## src/design/tcb_pkg.sv

```systemverilog
// Shared types and constants for the text cell buffer.
package tcb_pkg;

  localparam int DEF_MAX_ROWS = 32;
  localparam int DEF_MAX_COLS = 128;
  localparam int LIM_W        = 9;

  localparam logic [1:0] CMD_WRITE = 2'd0;
  localparam logic [1:0] CMD_CLEAR = 2'd1;
  localparam logic [1:0] CMD_DRAW  = 2'd2;

  localparam logic CFG_ROWS = 1'b0;
  localparam logic CFG_COLS = 1'b1;

  localparam logic [5:0] ROWS_RESET = 6'd25;
  localparam logic [7:0] COLS_RESET = 8'd80;

  localparam logic [7:0] BLANK_SYM  = 8'h20;
  localparam logic [7:0] ATTR_SCALE = 8'd16;

  typedef struct packed {
    logic [7:0] sym;
    logic [3:0] bg;
    logic [3:0] fg;
  } cell_t;

  localparam cell_t BLANK_CELL = '{sym: BLANK_SYM, bg: 4'd0, fg: 4'd0};

  typedef struct packed {
    logic [1:0] command;
    logic [7:0] row;
    logic [7:0] col;
    logic [7:0] symbol;
    logic [3:0] bg_color;
    logic [3:0] fg_color;
    logic       keep_symbol;
    logic       keep_bg;
    logic       keep_fg;
  } in_item_t;

  typedef struct packed {
    logic [4:0] out_row;
    logic [6:0] out_col;
    logic [7:0] out_symbol;
    logic [7:0] out_attribute;
  } out_item_t;

  typedef struct packed {
    logic cur_we;
    logic shown_we;
  } mem_wr_t;

  typedef enum logic [1:0] {
    ST_INIT,
    ST_IDLE,
    ST_CLEAR,
    ST_OP
  } state_t;

endpackage

```

## src/design/tcb_cell_cmp.sv

```systemverilog
// Cell compare unit: decides whether a cell needs redrawing and forms its attribute.
module tcb_cell_cmp (
  input  tcb_pkg::cell_t cur,
  input  tcb_pkg::cell_t shown,
  output logic           diff,
  output logic [7:0]     attribute
);
  import tcb_pkg::*;

  logic both_blank;

  always_comb begin
    both_blank = (cur.sym == BLANK_SYM) && (shown.sym == BLANK_SYM);
    if (both_blank) begin
      diff = (cur.bg != shown.bg);
    end else begin
      diff = (cur.sym != shown.sym) || (cur.bg != shown.bg) || (cur.fg != shown.fg);
    end
    attribute = 8'(8'(cur.bg) * ATTR_SCALE) + 8'(cur.fg);
  end

endmodule

```

## config.mk

```make
export PLATFORM = sky130hd
export DESIGN_NAME = tcb_cell_cmp
export DESIGN_NICKNAME = d
export VERILOG_FILES = /design/src/design/tcb_pkg.sv /design/src/design/tcb_cell_cmp.sv
export SDC_FILE = /design/constraint.sdc
export NUM_CORES = 1
export LEC_CHECK = 0
export BUFFER_PORTS_ARGS = -buffer_cell sky130_fd_sc_hd__buf_2
export CAP_MARGIN = 20
export CORE_AREA = 3 3 40 42
export DETAILED_ROUTE_END_ITERATION = 10
export DIE_AREA = 0 0 43 45
export GPL_TIMING_DRIVEN = 0
export PLACE_DENSITY = 0.71
export SYNTH_ARGS = -nofsm -noshare
export SYNTH_HDL_FRONTEND = slang
export SYNTH_SLANG_ARGS = --single-unit
```

## constraint.sdc

```tcl
create_clock -name vclk -period 1.7
set_clock_uncertainty 0.15 [all_clocks]
set_input_delay 0.34 -clock vclk [all_inputs]
set_output_delay 0.34 -clock vclk [all_outputs]
set_load 0.05 [all_outputs]
```

## After elaboration in Yosys (flattened, before gate mapping)

Cells that the tools add are included.

- Add/sub/neg operators: 1
- Multiplexer cells: 1
- Equality and inequality tests: 5
- Reduce and logical (&&, ||, !) cells: 3

Operator list:

| operator | count |
|---|---|
| 8-bit by 6-bit == test with 1-bit output (second input constant) | 2 |
| 8-bit by 4-bit adder with 8-bit output | 1 |
| 4-bit inequality test | 2 |
| 8-bit inequality test | 1 |
| 1-bit logical OR | 2 |
| 1-bit logical AND | 1 |
| 1-bit 2-to-1 mux | 1 |

- Logic and storage cells: 10
- Register bits: 0
- Input bits: 32
- Output and inout port bits: 9

## Logic depth before layout (Yosys ltp)

Gate-level depths: netlist (run 1).

- Depth in word-level cells: 4
- Gate-level depth with buffers: 4
- Mapped depth without buffers: 4

## Least setup slack after synthesis (run 1)

Ideal clock, no wire load.

- Kind: input -> output
- Start point: in shown[3] (netlist name)
- End point: out diff
- Path buffers: 0
- Cell stages on the path: 4
- Data required time: 1.210 ns
- Arrival: 1.117 ns
- Path slack: 0.093 ns
- Cell sequence: xnor2_1 > nand4_1 > o31ai_1 > nand2_1

- Word-level cells in the longest chain between the ends: 3

RTL lines:

| what | line | text |
|---|---|---|
| start: declaration | tcb_cell_cmp.sv:4 | `input tcb_pkg::cell_t shown,` |
| 4-bit inequality test | tcb_cell_cmp.sv:17 | `diff = (cur.sym != shown.sym) \|\| (cur.bg != shown.bg) \|\| (cur.fg != shown.fg);` |
| 1-bit logical OR | tcb_cell_cmp.sv:17 |  |
| 1-bit 2-to-1 mux | tcb_cell_cmp.sv:14 | `if (both_blank) begin` |
| end: declaration | tcb_cell_cmp.sv:5 | `output logic diff,` |

No other way between the ends.

## Final worst setup path (run 1)

- Start point: in shown[8] (netlist name)
- End point: out diff

- Word-level cells in the longest chain between the ends: 4

RTL lines:

| what | line |
|---|---|
| 8-bit inequality test | tcb_cell_cmp.sv:17 |
| 1-bit logical OR (2 in series) | tcb_cell_cmp.sv:17 |
| 1-bit 2-to-1 mux (*) | tcb_cell_cmp.sv:14 |

Mark *: on every way between the ends. The rest lies on a longest branch, timed or not.

==> results.json, run 1 <==
{
  "gr-usage-all-layers_pct": 9.136,
  "finalCriticalPeriod_ns": 1.729,
  "synth_common_cells": "12 x xnor2_1, 8 x buf_4, 4 x nand4_1, 4 x xor2_1, 3 x nor4_1",
  "dr.pass1.iters": 1,
  "power_frac_comb_pct": 100.0,
  "powerDensity_nw_per_um2": 283.1,
  "tightest_slew_ns": 0.2441,
  "fin_crit_sh_pct": 101.7,
  "hold_end": "attribute[3]",
  "drive_gt1_share_pct": 77.63,
  "fillers": 133,
  "crit_arrival_ns": 1.24,
  "slew-limit-headroom_pct": 83.58,
  "fp.dieW_um": 43,
  "min_path_cells": 3,
  "dpl.hpwl_um": 814.3,
  "yosys_warnings": 0,
  "ys_seq_area_share_pct": 0,
  "placementRows": 13,
  "syn_inst": 35,
  "worstSetupStartpointType": "primary input",
  "path_class": "in -> out",
  "setup_viol": 1,
  "grt_pass1_wl_mm": 1.455,
  "nNetsFinal": 110,
  "irDropWorstVdd_mv": 0.1275,
  "core_area_sq_um": 1285,
  "worstPathRequired_ns": 1.21,
  "p_sw_share_pct": 48.09,
  "wirelength_um": 973,
  "pin_count": 41,
  "syn_to_final_growth_pct": 129.6,
  "max_freq_mhz": 578.4,
  "internal_power_uw": 94.13,
  "diodes": 0,
  "final.setup.worst_slack_ns": -0.02898,
  "seqPwrFrac_pct": 0,
  "drt_iter0_markers": 0,
  "drc": 0,
  "synth.most_common_cell": "xnor2_1",
  "endpoint_kind": "output port",
  "ant_nets": 0,
  "net-switching-power_uw": 87.20,
  "grt-ovfl-total": 0,
  "yosysTopAreaCellShare_pct": 37.67,
  "hold_path_class": "in -> out",
  "die-area_sq_um": 1935,
  "via_per_inst": 4.385,
  "gp_congestion": 0.7288,
  "io_buffers": 41,
  "ys_types": 9,
  "regArea_sq_um": 0,
  "synth_nets": 67,
  "clock_buffers": 0,
  "multiInputGateArea_sq_um": 290.3,
  "min-delay-start": "cur[3]",
  "slew_violations": 0,
  "status": "finished with violations",
  "hold_ws_ns": 0.9332,
  "wl_per_cell_um": 10.69,
  "syn_area_per_cell_sq_um": 7.972,
  "synth_area_leaders": "xnor2_1 38%, buf_4 22%, xor2_1 13%, nand4_1 9.0%, nor4_1 6.7%",
  "grt_pass1_vias": 385,
  "fin_tns_setup_ns": -0.02898,
  "grt_max_degree": 3,
  "cts_hold_buffers": 0,
  "n_sequential_cell": 0,
  "num_vias": 399,
  "initial_utilization_pct": 21.71,
  "power.leakage_uw": 0.0003114,
  "cap_violations": 0,
  "finalHoldViolCount": 0,
  "synth_largest_area_cell": "xnor2_1",
  "syn-cell-area_sq_um": 279.0,
  "clock_power_share_pct": 0,
  "antenna_found_initial": 0,
  "die_h_um": 45,
  "worst-path-max-fanout": 2,
  "violations": "setup timing",
  "power.total_uw": 181.3,
  "rsz0062_at_grt": "true"
}
area by class of cell:
cell class / instances / share of cell area (%)
Buffer: 8 / 9.375
Multi-Input combinational cell: 27 / 45.31
Tap cell: 15 / 2.930
Timing Repair Buffer: 41 / 42.38
critical path: stages:
cell     delay [ns]
buf_2          0.13
nor4_4         0.28
nand4_1        0.15
o31ai_2        0.09
nand2_1        0.09
buf_6          0.16
worst max-delay path by stage:
| stage | start | end | slack, ns | cells past startpoint |
|---|---|---|---|---|
| after floorplan | shown[3] | diff | 0.09 | 4 |
| after global placement | shown[11] | diff | -0.11 | 6 |
| after detailed placement | shown[11] | diff | -0.15 | 6 |
| after CTS | cur[14] | diff | -0.03 | 6 |
| after global routing | shown[10] | diff | -0.12 | 6 |
| final | shown[8] | diff | -0.03 | 6 |
metrics by stage:
stage | util, % | instance area (sq um) | cells | setup WS [ns]
after floorplan | - | 279.0 | 35 | 0.09326
after detailed placement | 39.14 | 503.0 | 91 | -0.1493
final | 49.85 | 640.6 | 91 | -0.02898
after global routing | 49.85 | 640.6 | 91 | -0.1176
after global placement | 39.14 | 503.0 | 91 | -0.1068
after CTS | 46.15 | 593.1 | 91 | -0.03320
cell families after synthesis:
logic type | Yosys count | synth area share [%]
xor gates and xnor gates | 16 | 50.22
AOI/OAI and AO/OA | 1 | 2.692
buffers and inverters | 8 | 21.53
and+or+nand+nor | 10 | 25.56
power groups by stage:
stage                     logic, uW  clock network (uW)  registers [uW]
after floorplan                87.2                   0               0
after global placement          147                   0               0
after detailed placement        149                   0               0
after CTS                       170                   0               0
after global routing            193                   0               0
final                           181                   0               0
metal layers:
| metal | global-route usage [%] | wire length, um | vias up |
|---|---|---|---|
| met3 | 0.7968 | 127 | 0 |
| met5 | 0 | 0 | - |
| li1 | - | - | 200 |
| met2 | 19.76 | 554 | 26 |
| met1 | 10.05 | 292 | 173 |
| met4 | 0 | 0 | 0 |
placed cells by master (no fill, tap or decap):
cell type  netlist  layout
buf_2            0      31
xnor2_1         12       6
buf_6            0       9
nand2_1          1       1
nor4_1           3       2
o31ai_2          0       1
nor4_4           0       1
buf_8            0       1
nand4_1          4       4
nor4b_2          1       2
xor2_1           4       4
xnor2_2          0       6
buf_4            8       8
repair_timing:
action	in CTS	in global routing
resized for setup	16	9
pin swaps	11	6
setup buffers	0	0
endpoints found under the hold margin	0	0
endpoints found under the setup margin	1	1
Power figures use the tool's default switching activity.
==> run 2, diff against run 1 <==
Settings changed: PLACE_DENSITY 0.71 to not set, PLACE_DENSITY_LB_ADDON set to 0.2.
==> run 2 against run 1 <==
  * Clock-buffer cell count did not move
  * Global-route usage rose by 1.2 points
  * Critical endpoint unchanged
  * Worst setup slack got worse by 0.0048 ns
  * Hold slack got worse by 0.0030 ns
  * Critical path depth did not move
  * Maximum frequency fell by 0.28%
  * Cell count rose by 1.1%
  * The flow still finishes with violations (setup timing)
  * First-iteration DRC count rose by 3
  * Die area did not move
  * Sequential cell count did not move
  * Total power rose by 12%
  * Via count rose by 0.50%
==> results.json, run 2 (same netlist as run 1, synthesis figures left out) <==
{
  "final_util_pct": 56.38,
  "fp.dieW_um": 43,
  "net-switching-power_uw": 92.58,
  "finalHoldViolCount": 0,
  "irDropWorstVdd_mv": 0.1259,
  "powerDensity_nw_per_um2": 281.5,
  "dr.pass1.iters": 4,
  "place_ws_ns": -0.1215,
  "max_freq_mhz": 576.8,
  "grt_max_degree": 3,
  "syn_to_final_growth_pct": 159.6,
  "gp_congestion": 0.7142,
  "antenna_found_initial": 0,
  "hold_path_class": "in -> out",
  "finalCriticalPeriod_ns": 1.734,
  "drc": 0,
  "via_per_inst": 4.359,
  "die_h_um": 45,
  "drt_iter0_markers": 3,
  "status": "finished with violations",
  "layout_commonest_cell": "buf_2",
  "met1Wirelength_um": 385,
  "core_area_sq_um": 1285,
  "fin_area_sq_um": 724.4,
  "ant_nets": 0,
  "slew-limit-headroom_pct": 83.00,
  "crit_arrival_ns": 1.24,
  "power_frac_comb_pct": 100.0,
  "path_class": "in -> out",
  "clock_buffers": 0,
  "diodes": 0,
  "die-area_sq_um": 1935,
  "setup_viol": 1,
  "placed_area_sq_um": 503.0,
  "worst-path-max-fanout": 2,
  "wl_met3_um": 134,
  "endpoint_kind": "output port",
  "worstSetupStartpointType": "primary input",
  "clock_power_share_pct": 0,
  "rsz0062_at_grt": "true",
  "grt_pass1_vias": 375,
  "wl_per_cell_um": 11.54,
  "gr-usage-all-layers_pct": 10.29,
  "placementRows": 13,
  "n_sequential_cell": 0,
  "nNetsFinal": 111,
  "seqPwrFrac_pct": 0,
  "grt_pass1_wl_mm": 1.607,
  "worstPathRequired_ns": 1.21,
  "slowest_delay_ns": 0.26,
  "fillers": 120,
  "io_buffers": 41,
  "final.setup.worst_slack_ns": -0.03378,
  "slew_violations": 0,
  "hold_ws_ns": 0.9302,
  "initial_utilization_pct": 21.71,
  "wirelength_mm": 1.062,
  "layout_common_cells": "24 x buf_2, 15 x buf_6, 9 x xnor2_2, 9 x buf_4",
  "fin_tns_setup_ns": -0.03378,
  "fin_crit_sh_pct": 102.0,
  "crit_slowest_cell": "o31ai_2",
  "power.leakage_uw": 0.0003497,
  "grt-ovfl-total": 0,
  "internal_power_uw": 111.4,
  "cap_violations": 0,
  "p_sw_share_pct": 45.39,
  "tightest_slew_ns": 0.2568,
  "crit_chain": "buf_8 -> xnor2_2 -> nand4_1 -> o31ai_2 -> nand2_1 -> buf_6",
  "top_layer": "met3",
  "pin_count": 41,
  "drive_gt1_share_pct": 83.12,
  "num_vias": 401,
  "regArea_sq_um": 0,
  "dr_wl_met2_um": 542,
  "violations": "setup timing"
}
[run 2: repair_timing]
item | CTS | global route
setup buffers | 0 | 1
setup endpoints to repair | 1 | 1
pin swaps | 9 | 13
gates resized for setup | 18 | 26
hold buffers | 0 | 0
[run 2: metrics by stage]
| stage | power (uW) | instances |
|---|---|---|
| after floorplan | 87.17 | 35 |
| after global placement | 148.1 | 91 |
| after detailed placement | 148.9 | 91 |
| after CTS | 172.1 | 91 |
| after global routing | 217.0 | 92 |
| final | 204.0 | 92 |
[run 2: critical path, delay by kind of cell]
| kind | cells | cell delay, ns |
|---|---|---|
| AND/OR/NAND/NOR | 2 | 0.21 |
| buffers and inverters | 2 | 0.26 |
| AO/OA/AOI/OAI | 1 | 0.26 |
| XOR/XNOR | 1 | 0.16 |
[run 2: routing by layer]
| metal | vias up | track usage, % |
|---|---|---|
| met5 | - | 0 |
| met4 | 0 | 0 |
| li1 | 203 | - |
| met1 | 174 | 16.47 |
| met3 | 0 | 0.7968 |
| met2 | 24 | 15.87 |
[run 2: power groups by stage]
stage | registers, uW | logic, uW | clock network, uW
floorplan | 0 | 87.2 | 0
global placement | 0 | 148 | 0
detailed placement | 0 | 149 | 0
CTS | 0 | 172 | 0
global route | 0 | 217 | 0
finish | 0 | 204 | 0
[run 2: final timing paths]
kind	slack, ns	cells past startpoint	start	to
worst max-delay path	-0.03	6	cur[9]	diff
worst min-delay path	0.93	3	cur[3]	attribute[3]
[run 2: layout make-up]
cell class         instances  area (sq um)  area share, %
plain buffers              8         60.06          8.290
well taps                 15         18.77          2.591
repair buffers            42         326.6          45.08
multi-input cells         27         319.1          44.04
