File: src/design/tcb_pkg.sv
// Shared types and constants for the text cell buffer.
package tcb_pkg;

  localparam int DEF_MAX_ROWS = 32;
  localparam int DEF_MAX_COLS = 128;
  localparam int LIM_W        = 9;

  localparam logic [1:0] CMD_WRITE = 2'd0;
  localparam logic [1:0] CMD_CLEAR = 2'd1;
  localparam logic [1:0] CMD_DRAW  = 2'd2;

  localparam logic CFG_ROWS = 1'b0;
  localparam logic CFG_COLS = 1'b1;

  localparam logic [5:0] ROWS_RESET = 6'd25;
  localparam logic [7:0] COLS_RESET = 8'd80;

  localparam logic [7:0] BLANK_SYM  = 8'h20;
  localparam logic [7:0] ATTR_SCALE = 8'd16;

  typedef struct packed {
    logic [7:0] sym;
    logic [3:0] bg;
    logic [3:0] fg;
  } cell_t;

  localparam cell_t BLANK_CELL = '{sym: BLANK_SYM, bg: 4'd0, fg: 4'd0};

  typedef struct packed {
    logic [1:0] command;
    logic [7:0] row;
    logic [7:0] col;
    logic [7:0] symbol;
    logic [3:0] bg_color;
    logic [3:0] fg_color;
    logic       keep_symbol;
    logic       keep_bg;
    logic       keep_fg;
  } in_item_t;

  typedef struct packed {
    logic [4:0] out_row;
    logic [6:0] out_col;
    logic [7:0] out_symbol;
    logic [7:0] out_attribute;
  } out_item_t;

  typedef struct packed {
    logic cur_we;
    logic shown_we;
  } mem_wr_t;

  typedef enum logic [1:0] {
    ST_INIT,
    ST_IDLE,
    ST_CLEAR,
    ST_OP
  } state_t;

endpackage

File: src/design/tcb_seq.sv
// Sequencer: request handling, frame sweeps and the result register.
module tcb_seq #(
  parameter int MAX_ROWS = tcb_pkg::DEF_MAX_ROWS,
  parameter int MAX_COLS = tcb_pkg::DEF_MAX_COLS,
  parameter int RW       = 5,
  parameter int CW       = 7
) (
  input  logic                     clk,
  input  logic                     rst_n,
  input  logic                     in_valid,
  input  tcb_pkg::in_item_t        in_data,
  output logic                     in_stall,
  output logic                     out_valid,
  output tcb_pkg::out_item_t       out_data,
  input  logic                     out_stall,
  input  logic [tcb_pkg::LIM_W-1:0] eff_rows,
  input  logic [tcb_pkg::LIM_W-1:0] eff_cols,
  output logic [RW+CW-1:0]         raddr,
  output logic [RW+CW-1:0]         waddr,
  output tcb_pkg::cell_t           cur_wdata,
  output tcb_pkg::cell_t           shown_wdata,
  output tcb_pkg::mem_wr_t         wr,
  input  tcb_pkg::cell_t           cur_rdata,
  input  logic                     diff,
  input  logic [7:0]               attribute
);
  import tcb_pkg::*;

  state_t    state_r, state_nxt;
  in_item_t  item_r;
  logic [RW-1:0] op_row_r, rc_r, rc_nxt, last_r_r, last_r_nxt;
  logic [CW-1:0] op_col_r, cc_r, cc_nxt, last_c_r, last_c_nxt;
  logic      out_valid_r, out_valid_nxt;
  out_item_t out_data_r;

  logic      in_range, sweep_done, out_free, is_draw, is_write, draw_done, load_out;
  cell_t     merged;

  assign in_range   = ({1'b0, in_data.row} < eff_rows) && ({1'b0, in_data.col} < eff_cols);
  assign sweep_done = (rc_r == last_r_r) && (cc_r == last_c_r);
  assign out_free   = !out_valid_r || !out_stall;
  assign is_draw    = (item_r.command == CMD_DRAW);
  assign is_write   = (item_r.command == CMD_WRITE);
  assign draw_done  = is_draw && (!diff || out_free);
  assign load_out   = (state_r == ST_OP) && is_draw && diff && out_free;

  // next state
  always_comb begin
    state_nxt = state_r;
    case (state_r)
      ST_INIT: begin
        if (sweep_done) state_nxt = ST_IDLE;
      end
      ST_IDLE: begin
        if (in_valid) begin
          if (in_data.command == CMD_CLEAR) begin
            if ((eff_rows != '0) && (eff_cols != '0)) state_nxt = ST_CLEAR;
          end else if ((in_data.command inside {CMD_WRITE, CMD_DRAW}) && in_range) begin
            state_nxt = ST_OP;
          end
        end
      end
      ST_CLEAR: begin
        if (sweep_done) state_nxt = ST_IDLE;
      end
      ST_OP: begin
        if (is_write || draw_done) state_nxt = ST_IDLE;
      end
      default: state_nxt = ST_IDLE;
    endcase
  end

  // outputs and sweep counters
  always_comb begin
    in_stall    = (state_r != ST_IDLE);
    raddr       = (state_r == ST_IDLE) ? {in_data.row[RW-1:0], in_data.col[CW-1:0]}
                                       : {op_row_r, op_col_r};
    merged.sym  = item_r.keep_symbol ? cur_rdata.sym : item_r.symbol;
    merged.bg   = item_r.keep_bg     ? cur_rdata.bg  : item_r.bg_color;
    merged.fg   = item_r.keep_fg     ? cur_rdata.fg  : item_r.fg_color;
    waddr       = {rc_r, cc_r};
    cur_wdata   = BLANK_CELL;
    shown_wdata = BLANK_CELL;
    wr          = '{cur_we: 1'b0, shown_we: 1'b0};
    rc_nxt      = rc_r;
    cc_nxt      = cc_r;
    last_r_nxt  = last_r_r;
    last_c_nxt  = last_c_r;
    case (state_r)
      ST_INIT: begin
        wr = '{cur_we: 1'b1, shown_we: 1'b1};
      end
      ST_CLEAR: begin
        wr = '{cur_we: 1'b1, shown_we: 1'b0};
      end
      ST_OP: begin
        waddr       = {op_row_r, op_col_r};
        cur_wdata   = merged;
        shown_wdata = cur_rdata;
        wr          = '{cur_we: is_write, shown_we: draw_done};
      end
      default: begin
        rc_nxt     = '0;
        cc_nxt     = '0;
        last_r_nxt = RW'(eff_rows - LIM_W'(1));
        last_c_nxt = CW'(eff_cols - LIM_W'(1));
      end
    endcase
    if (state_r == ST_INIT || state_r == ST_CLEAR) begin
      if (cc_r == last_c_r) begin
        cc_nxt = '0;
        rc_nxt = rc_r + RW'(1);
      end else begin
        cc_nxt = cc_r + CW'(1);
      end
    end
    out_valid_nxt = load_out || (out_valid_r && out_stall);
  end

  always_ff @(posedge clk) begin
    if (!rst_n) begin
      state_r     <= ST_INIT;
      rc_r        <= '0;
      cc_r        <= '0;
      last_r_r    <= RW'(MAX_ROWS - 1);
      last_c_r    <= CW'(MAX_COLS - 1);
      out_valid_r <= 1'b0;
    end else begin
      state_r     <= state_nxt;
      rc_r        <= rc_nxt;
      cc_r        <= cc_nxt;
      last_r_r    <= last_r_nxt;
      last_c_r    <= last_c_nxt;
      out_valid_r <= out_valid_nxt;
    end
  end

  always_ff @(posedge clk) begin
    if (state_r == ST_IDLE && in_valid) begin
      item_r   <= in_data;
      op_row_r <= in_data.row[RW-1:0];
      op_col_r <= in_data.col[CW-1:0];
    end
    if (load_out) begin
      out_data_r.out_row       <= item_r.row[4:0];
      out_data_r.out_col       <= item_r.col[6:0];
      out_data_r.out_symbol    <= cur_rdata.sym;
      out_data_r.out_attribute <= attribute;
    end
  end

  assign out_valid = out_valid_r;
  assign out_data  = out_data_r;

endmodule

File: config.mk
export PLATFORM = sky130hd
export DESIGN_NAME = tcb_seq
export DESIGN_NICKNAME = d
export VERILOG_FILES = /design/src/design/tcb_pkg.sv /design/src/design/tcb_seq.sv
export SDC_FILE = /design/constraint.sdc
export NUM_CORES = 1
export LEC_CHECK = 0
export ABC_AREA = 1
export BUFFER_PORTS_ARGS = -buffer_cell sky130_fd_sc_hd__buf_2
export CORE_UTILIZATION = 55
export CTS_BUF_LIST = sky130_fd_sc_hd__clkbuf_2 sky130_fd_sc_hd__clkbuf_4 sky130_fd_sc_hd__clkbuf_8
export CTS_CLUSTER_DIAMETER = 150
export DETAILED_ROUTE_END_ITERATION = 10
export PLACE_DENSITY = 0.93
export SLEW_MARGIN = 10
export SYNTH_ARGS = -nofsm -noshare
export SYNTH_HDL_FRONTEND = slang
export SYNTH_SLANG_ARGS = --single-unit
export TNS_END_PERCENT = 1
File: constraint.sdc
create_clock -name clk -period 6 [get_ports clk]
set_input_delay 0.6 -clock clk [delete_from_list [all_inputs] [get_ports clk]]
set_output_delay 0.6 -clock clk [all_outputs]
set_load 0.01 [all_outputs]
## Word level (Yosys, flattened, before mapping)

Index checks and enable logic that the tools add are counted.

- Memory bits (read-only): 0
- Register bits after elaboration: 100
- Memories: 0
- Input port bits: 84
- Latch bits: 0
- RAM bits: 0

- Reductions and logical operators: 27
- Mux-type cells: 21
- Equal/unequal tests: 15
- Bitwise gates (word level): 0
- Order comparisons: 2
- Multiply operators: 0
- Add/subtract/negate cells: 4
- Shift-type cells: 0
- Divide/modulo/power cells: 0

Operators with widths:

| kind | count |
|---|---|
| $mux 16 | 2 |
| $mux 12 | 2 |
| $mux 7 | 3 |
| $lt 8x9->1 | 2 |
| $reduce_bool 9->1 | 2 |
| $mux 5 | 3 |
| $mux 2 | 6 |
| $pmux 2 s3 | 2 |
| $logic_and 1x1->1 | 10 |
| $eq 2x2->1 const B | 4 |
| $mux 4 | 2 |
| $mux 8 | 1 |
| $ne 2x1->1 const B | 4 |
| $add 7x1->7 const B | 1 |
| $eq 7x7->1 | 1 |
| $sub 7x1->7 const B | 1 |
| $logic_not 2->1 | 3 |
| $ne 3x3->1 const B | 2 |
| $add 5x1->5 const B | 1 |
| $eq 5x5->1 | 1 |
| $logic_or 1x1->1 | 5 |
| $reduce_and 5->1 | 1 |
| $sub 5x1->5 const B | 1 |
| $eq 2x1->1 const B | 2 |
| 5 further kinds | 7 |

## Logic depth before layout (Yosys ltp)

Gate-level depths: netlist of run 1.

- Word-level depth: 7
- Depth in mapped cells: 12

## Worst setup path before layout of run 1

No wires, ideal clock.

- Path type: flip-flop to flip-flop
- Start point: register state_r[0]
- End point: register item_r[0] (netlist name), enable pin
- Clock period less this slack: 2.892 ns
- Required time: 5.577 ns
- Data arrival time: 2.469 ns
- Stages on the path, launching flop included: 7
- Path slack: 3.108 ns
- Buffers on the path: 2
- Setup time: 0.423 ns
- Cell sequence: dfxtp_1 -> inv_2 -> nor2_4 -> inv_2 -> buf_2 -> buf_2 -> nor2_1

- Cells in the longest elaborated chain, start to end: 2

RTL lines:

| element | RTL line | text |
|---|---|---|
| start, declared | tcb_seq.sv:29 | `state_t state_r, state_nxt;` |
| start signal, assigned | tcb_seq.sv:129 | `state_r <= state_nxt;` |
| $eq 2x1->1 | tcb_seq.sv:139 | `if (state_r == ST_IDLE && in_valid) begin` |
| $logic_and 1x1->1 | tcb_seq.sv:139 |  |
| end signal, assigned | tcb_seq.sv:140 | `item_r <= in_data;` |
| end, declared | tcb_seq.sv:30 | `in_item_t item_r;` |

No other way between the ends.
A chain may end at the register's enable or synchronous reset.

## Worst setup path after layout of run 1

- Start point: register state_r[0]
- End point: output port waddr[5]

- Cells in the longest elaborated chain, start to end: 2

RTL lines:

| element | RTL line | text |
|---|---|---|
| $eq 2x2->1 | tcb_seq.sv:89 | `case (state_r)` |
| $mux 12 | tcb_seq.sv:89 |  |
| end, declared | tcb_seq.sv:19 | `output logic [RW+CW-1:0] waddr,` |

No other way between the ends.

==> metrics.yaml, run 1 <==
swShare_pct: 21.6
p_leak_nw: 2.76
clock-sinks: 88
wl_per_cell_um: 15.7
io_pins: 172
grt-ovfl-total: 0
routed_wl_um: 12500
worst_pin_slew_ps: 1200
hold_depth: 1
setup_tns_ps: 0
dieArea_um2: 8480
mostFrequentLayoutCells: "buf_2, nand2_1, inv_1"
rsz0062_at_grt: "no"
fin_cells: 798
ys_seq_elements: 88
cts_tree: "built"
crit_path_start: "state_r[0]$_SDFFE_PN0P_"
postSynth.asyncResetShare_pct: 0
cp_num_cells: 4
min-delay-start: "in_data[12]"
dr.pass1.iters: 5
antenna_found_initial: 0
critPathKind: "flip-flop to primary output"
path_clk_slew_ps: 90
hold_violations: 0
synth_cells: 520
drtAntennaViolNets: 0
drt_iter0_drc: 204
cap_violations: 0
p_switching_uw: 256
max_freq_ghz: 0.249
fin_worst_skew_ps: 11.5
combPwrFrac_pct: 7.7
critical_path_buf_inv_count: 2
routabilityCongestion: 0.944
cp_slowest_stage_delay_ps: 1210
clkLatencyLatePin_ps: 350
drc: 0
yosysUniqueCellTypes: 34
ctsHoldBuffers: 0
grt_util_all_layers_pct: 30.9
grt_max_degree: 46
synth_ff_type: "edfxtp_1"
place_hpwl_um: 9470
cp_slowest_cell: "clkinv_1"
start_kind: "flip-flop"
power.total_mw: 1.18
drv_slew: 0
critPathRequiredTime_ps: 5400
ir_drop_uv: 117
grt_pass1_vias: 4210
regToRegStartpoint: "state_r[0]$_SDFFE_PN0P_"
synth_area_um2: 4460
fin_ws_ps: 1980
critPathTopFamily: "buffers and inverters"
p_per_area_nw_per_um2: 210
htreeDepth: 3
synth_fp_nets: 624
internal_power_uw: 927
timing.slew.headroom_pct: 19.8
post_cts_buffers: 0
timing.hold.ws_ps: 421
synth_edf_count: 61
clkPwrFrac_pct: 37.3
place_ws_ps: 2400
core-area_um2: 7810
grt_first_pass_wirelength_um: 19700
final_common_cell: "buf_2"
die_y_um: 92.1
crit_path_end_kind: "primary output"
cts_buffers: 9
port_buffers: 171
cp_cell_sequence: "nand2_1 > clkinv_1 > o21ai_0 > buf_2"
clockBufferDepth: 2
insertedDiodeCount: 0
num_rows: 32
postLayoutCellArea_um2: 5630
cts_resized: 0
p_seq_share_pct: 55.0
vias: 4253
start_util_pct: 57.2
worstRegToRegCells: 4
drive_gt1_share_pct: 29.2
syn_avg_cell_area_um2: 8.58
die_w_um: 92.1
utilization_pct: 72.1
viasPerCell: 5.33
outcome: "finished, final reports clean"
hold_path_class: "primary input to flip-flop"
placedInstanceArea_um2: 5410
post-route-min-period_ps: 4020
cp_max_fo: 45
final_nets: 795
cts_root_buf: "clkbuf_8"
dp.cells: 782
yosysSeqAreaShare_pct: 53.2
ys_warn_count: 0
setup_viol: 0
min_period_over_period_pct: 67.1
syn_to_final_growth_pct: 26.1
arrival_ps: 3420
## state kept, by name, indices dropped and copies added (netlist names)
| name | flops |
|---|---|
| last_r_r | 5 |
| op_col_r | 7 |
| rc_r | 5 |
| last_c_r | 7 |
| out_valid | 1 |
| op_row_r | 5 |
| cc_r | 7 |
| item_r | 21 |
| out_data | 28 |
| state_r | 2 |
## cell usage after synthesis (all sizes together) (2+ instances only)
master  number  area [um2]
clkinv       2        7.51
nor3         2        10.0
inv         78         293
o22ai        2        12.5
nand4        3        18.8
xnor2        3        26.3
ha          20         250
a21oi       35         175
a32oi        3        26.3
nand3b       3        22.5
nand3       17        85.1
edfxtp      61        1830
clkbuf       6        23.8
dfxtp       27         541
or2          2        12.5
xor2         4        35.0
o21ai       35         175
a22oi        6        45.0
buf          6        30.0
nor2        52         241
nand2      146         553
## final timing paths
path                                                to  slack [ps]
worst max-delay path                          waddr[5]        1980
worst min-delay path              item_r[12]$_DFFE_PP_         420
worst max register to register  out_data[27]$_DFFE_PP_        2570
worst min register to register  out_data[27]$_DFFE_PP_         460
## cell families after synthesis
logic type | count (synthesis) | share of synthesized area, %
simple gates | 228 | 21.6
buf+inv | 92 | 7.93
flops | 88 | 53.2
compound gates | 85 | 10.4
fa+ha+maj | 20 | 5.61
xor+xnor | 7 | 1.37
## layer usage
metal | share of wire (%) | GRT usage, % | vias to the layer above
li1 | - | - | 2034
met1 | 37 | 34.1 | 1937
met2 | 49 | 54.1 | 231
met3 | 8.6 | 6.30 | 51
met4 | 4.7 | 19.4 | 0
met5 | 0 | 0 | -
## power groups by stage
stage	clock, mW	combinational, mW	sequential, mW
after floorplan	0	0.0401	0.663
after global placement	0	0.0833	0.664
after detailed placement	0	0.0889	0.664
after CTS	0.443	0.0901	0.650
after global routing	0.468	0.102	0.651
final	0.441	0.0915	0.650
## final cells by class
type	instances	area, um2
clock buffer	11	139
clock inverter	5	73.8
fill	593	2180
inverter	80	300
multi-input combinational	340	1750
sequential	88	2370
tap	102	128
timing repair buffer	172	863
No activity file was read; power rests on OpenSTA's default activity.
==> run 2, diff against run 1 <==
--- a/config.mk
+++ b/config.mk
@@ -5,13 +5,13 @@
 export SDC_FILE = /design/constraint.sdc
 export NUM_CORES = 1
 export LEC_CHECK = 0
-export ABC_AREA = 1
+export ABC_AREA = 0
 export BUFFER_PORTS_ARGS = -buffer_cell sky130_fd_sc_hd__buf_2
-export CORE_UTILIZATION = 55
+export CORE_UTILIZATION = 50
 export CTS_BUF_LIST = sky130_fd_sc_hd__clkbuf_2 sky130_fd_sc_hd__clkbuf_4 sky130_fd_sc_hd__clkbuf_8
 export CTS_CLUSTER_DIAMETER = 150
 export DETAILED_ROUTE_END_ITERATION = 10
-export PLACE_DENSITY = 0.93
+export PLACE_DENSITY = 0.87
 export SLEW_MARGIN = 10
 export SYNTH_ARGS = -nofsm -noshare
 export SYNTH_HDL_FRONTEND = slang
==> constraint.sdc (replaced) <==
create_clock -name clk -period 4.05 [get_ports clk]
set_input_delay 0.405 -clock clk [delete_from_list [all_inputs] [get_ports clk]]
set_output_delay 0.405 -clock clk [all_outputs]
set_load 0.01 [all_outputs]
==> run 2 against run 1 <==
  * Clock power rose by 28%
  * Power rose by 40%
  * Flip-flop and latch count did not move
  * Area after synthesis fell by 2.3%
  * Synthesized cell count fell by 24%
  * Clock skew fell by 2.4 ps
  * Routed wire length fell by 14%
  * Non-clock buffer count rose by 3
  * Sequential power rose by 48%
  * Critical endpoint is now waddr[1]
==> metrics.yaml, run 2 <==
outcome: "finished, final reports clean"
clockBufferDepth: 2
grt-ovfl-total: 0
internal_power_mw: 1.27
timing.slew.headroom_pct: 37.2
grt_max_degree: 31
critPathRequiredTime_ps: 3640
drc: 0
hold_violations: 0
insertedDiodeCount: 0
critical_path.most_common_cell: "nand2_1"
ctsHoldBuffers: 0
synth_area_um2: 4360
syn_avg_cell_area_um2: 11.1
reg2reg_to: "item_r[16]$_DFFE_PP_"
yosysTopAreaCell: "edfxtp_1"
routabilityCongestion: 0.848
utilization_pct: 65.9
post_cts_buffers: 0
critPathTopFamily: "simple AND/OR/NAND/NOR gates"
min-delay-start: "in_data[9]"
htreeDepth: 3
cp_max_fo: 30
vias: 3642
largest_reg_flops: 28
mostFrequentLayoutCells: "buf_2, edfxtp_1, nand2_1"
critical_path_buf_inv_count: 1
min_period_over_period_pct: 73.3
rsz0062_at_grt: "no"
yosysMostFrequentCell: "edfxtp_1"
critPathKind: "flip-flop to primary output"
worstRegToRegCells: 2
drv_slew: 0
max_freq_ghz: 0.337
synth_cells: 394
hold_path_end: "item_r[9]$_DFFE_PP_"
drtAntennaViolNets: 0
grt_pass1_vias: 3464
die_w_um: 95.4
arrival_ps: 2560
grt_first_pass_wirelength_um: 16600
syn_to_final_growth_pct: 26.0
yosysSeqAreaShare_pct: 54.4
cap_violations: 0
antenna_found_initial: 0
place_hpwl_um: 8300
ys_seq_elements: 88
synth_commonest_cells: "edfxtp_1, nand2_1, dfxtp_1"
ys_warn_count: 0
drive_gt1_share_pct: 37.0
cts_root_buf: "clkbuf_8"
clkLatencyLatePin_ps: 360
hold_depth: 1
p_seq_share_pct: 58.3
setup_tns_ps: 0
viasPerCell: 5.44
regToRegStartpoint: "state_r[0]$_SDFFE_PN0P_"
drt_iter0_drc: 219
cts_buffers: 9
synth_area_leaders: "edfxtp_1, dfxtp_1, ha_1, nand2_1, mux2i_1"
die_y_um: 95.4
synth_top_area_share_pct: 42.0
p_switching_uw: 384
core-area_um2: 8340
synth_edf_count: 61
synth_ff_type: "edfxtp_1"
num_rows: 33
routed_wl_um: 10800
rrSetupSlack_ps: 1650
setup_viol: 0
clkPwrFrac_pct: 34.2
path_clk_slew_ps: 90
swShare_pct: 23.2
start_util_pct: 52.3
dr.pass1.iters: 4
io_pins: 172
cp_cell_sequence: "nand2_1 > nand2_1 > nand2_1 > buf_2"
hold_path_class: "primary input to flip-flop"
combPwrFrac_pct: 7.4
fin_worst_skew_ps: 9.07
cts_resized: 0
p_per_area_nw_per_um2: 301
post-route-min-period_ps: 2970
dieArea_um2: 9100
wl_per_cell_um: 16.1
yosysUniqueCellTypes: 51
crit_path_end_kind: "primary output"
grt_util_all_layers_pct: 24.4
start_kind: "flip-flop"
synth_fp_nets: 498
port_buffers: 171
p_leak_nw: 2.58
cp_slowest_stage_delay_ps: 880
postSynth.asyncResetShare_pct: 0
clock-sinks: 88
final_common_cell: "buf_2"
worst_pin_slew_ps: 940
final_nets: 664
cp_slowest_cell: "dfxtp_1"
cts_tree: "built"
ir_drop_uv: 169
==> run 2: cell count changes after synthesis, sizes merged, moves of 21 or more <==
| cell | previous run | this run |
|---|---|---|
| nor2 | 52 | 22 |
| and3 | 1 | 22 |
| o21ai | 35 | 4 |
| a21oi | 35 | 11 |
| inv | 78 | 19 |
| nand2 | 146 | 59 |
==> run 2: per-layer routing <==
metal  wire [um]  vias to the layer above  track usage (%)
li1            -                     1753                -
met1        4640                     1701             30.1
met2        5200                      162             41.3
met3         726                       26             5.02
met4         242                        0             10.3
met5           0                        -                0
==> run 2: cell type report <==
| cell class | instances | area [um2] |
|---|---|---|
| clock buffers | 11 | 145 |
| clock inverters | 5 | 41.3 |
| fillers | 658 | 2850 |
| inverters | 19 | 71.3 |
| multi-input cells | 267 | 1850 |
| flip-flops and latches | 88 | 2370 |
| well taps | 105 | 131 |
| repair buffers | 175 | 886 |
==> run 2: through the flow <==
step                      std cells  setup WS (ps)  instance area [um2]  hold slack [ps]  power (mW)
after floorplan                 394           1410                 4360              444        1.04
after global placement          654           1520                 5310              464        1.10
after detailed placement        654           1430                 5310              470        1.11
after CTS                       670           1040                 5490              200        1.66
after global routing            670            808                 5490              198        1.71
final                           670           1080                 5490              219        1.65
==> run 2: cell families (layout without fill, tap and decap cells) <==
family / Yosys count / count (layout) / share of synthesized area [%]
muxes: 28 / 28 / 6.77
buffers and inverters: 39 / 210 / 3.53
DFF: 88 / 88 / 54.4
AOI/OAI and AO/OA: 50 / 50 / 8.15
xor gates and xnor gates: 22 / 22 / 4.59
adders and majority gates: 20 / 20 / 5.74
and+or+nand+nor: 147 / 147 / 16.8
==> run 2: worst max path at each step <==
stage	start	to	slack (ps)	cells past startpoint
floorplan	state_r[0]$_SDFFE_PN0P_	out_data[0]$_DFFE_PP_	1410	4
global placement	state_r[0]$_SDFFE_PN0P_	cur_wdata[12]	1520	3
detailed placement	state_r[0]$_SDFFE_PN0P_	waddr[1]	1430	4
CTS	state_r[0]$_SDFFE_PN0P_	waddr[1]	1040	4
global route	state_r[0]$_SDFFE_PN0P_	waddr[1]	810	4
finish	state_r[0]$_SDFFE_PN0P_	waddr[1]	1080	4
==> run 2: power groups by stage <==
stage	logic (mW)	registers [mW]	clock network, mW
after detailed placement	0.122	0.984	0
after global routing	0.138	0.964	0.609
final	0.123	0.963	0.566
after global placement	0.114	0.984	0
after floorplan	0.0527	0.983	0
after CTS	0.122	0.963	0.579
==> run 2: worst reg2reg max path, stage by stage, from the launching register on <==
cell and delay (ps):
dfxtp_1 880, and3_1 810, buf_4 400
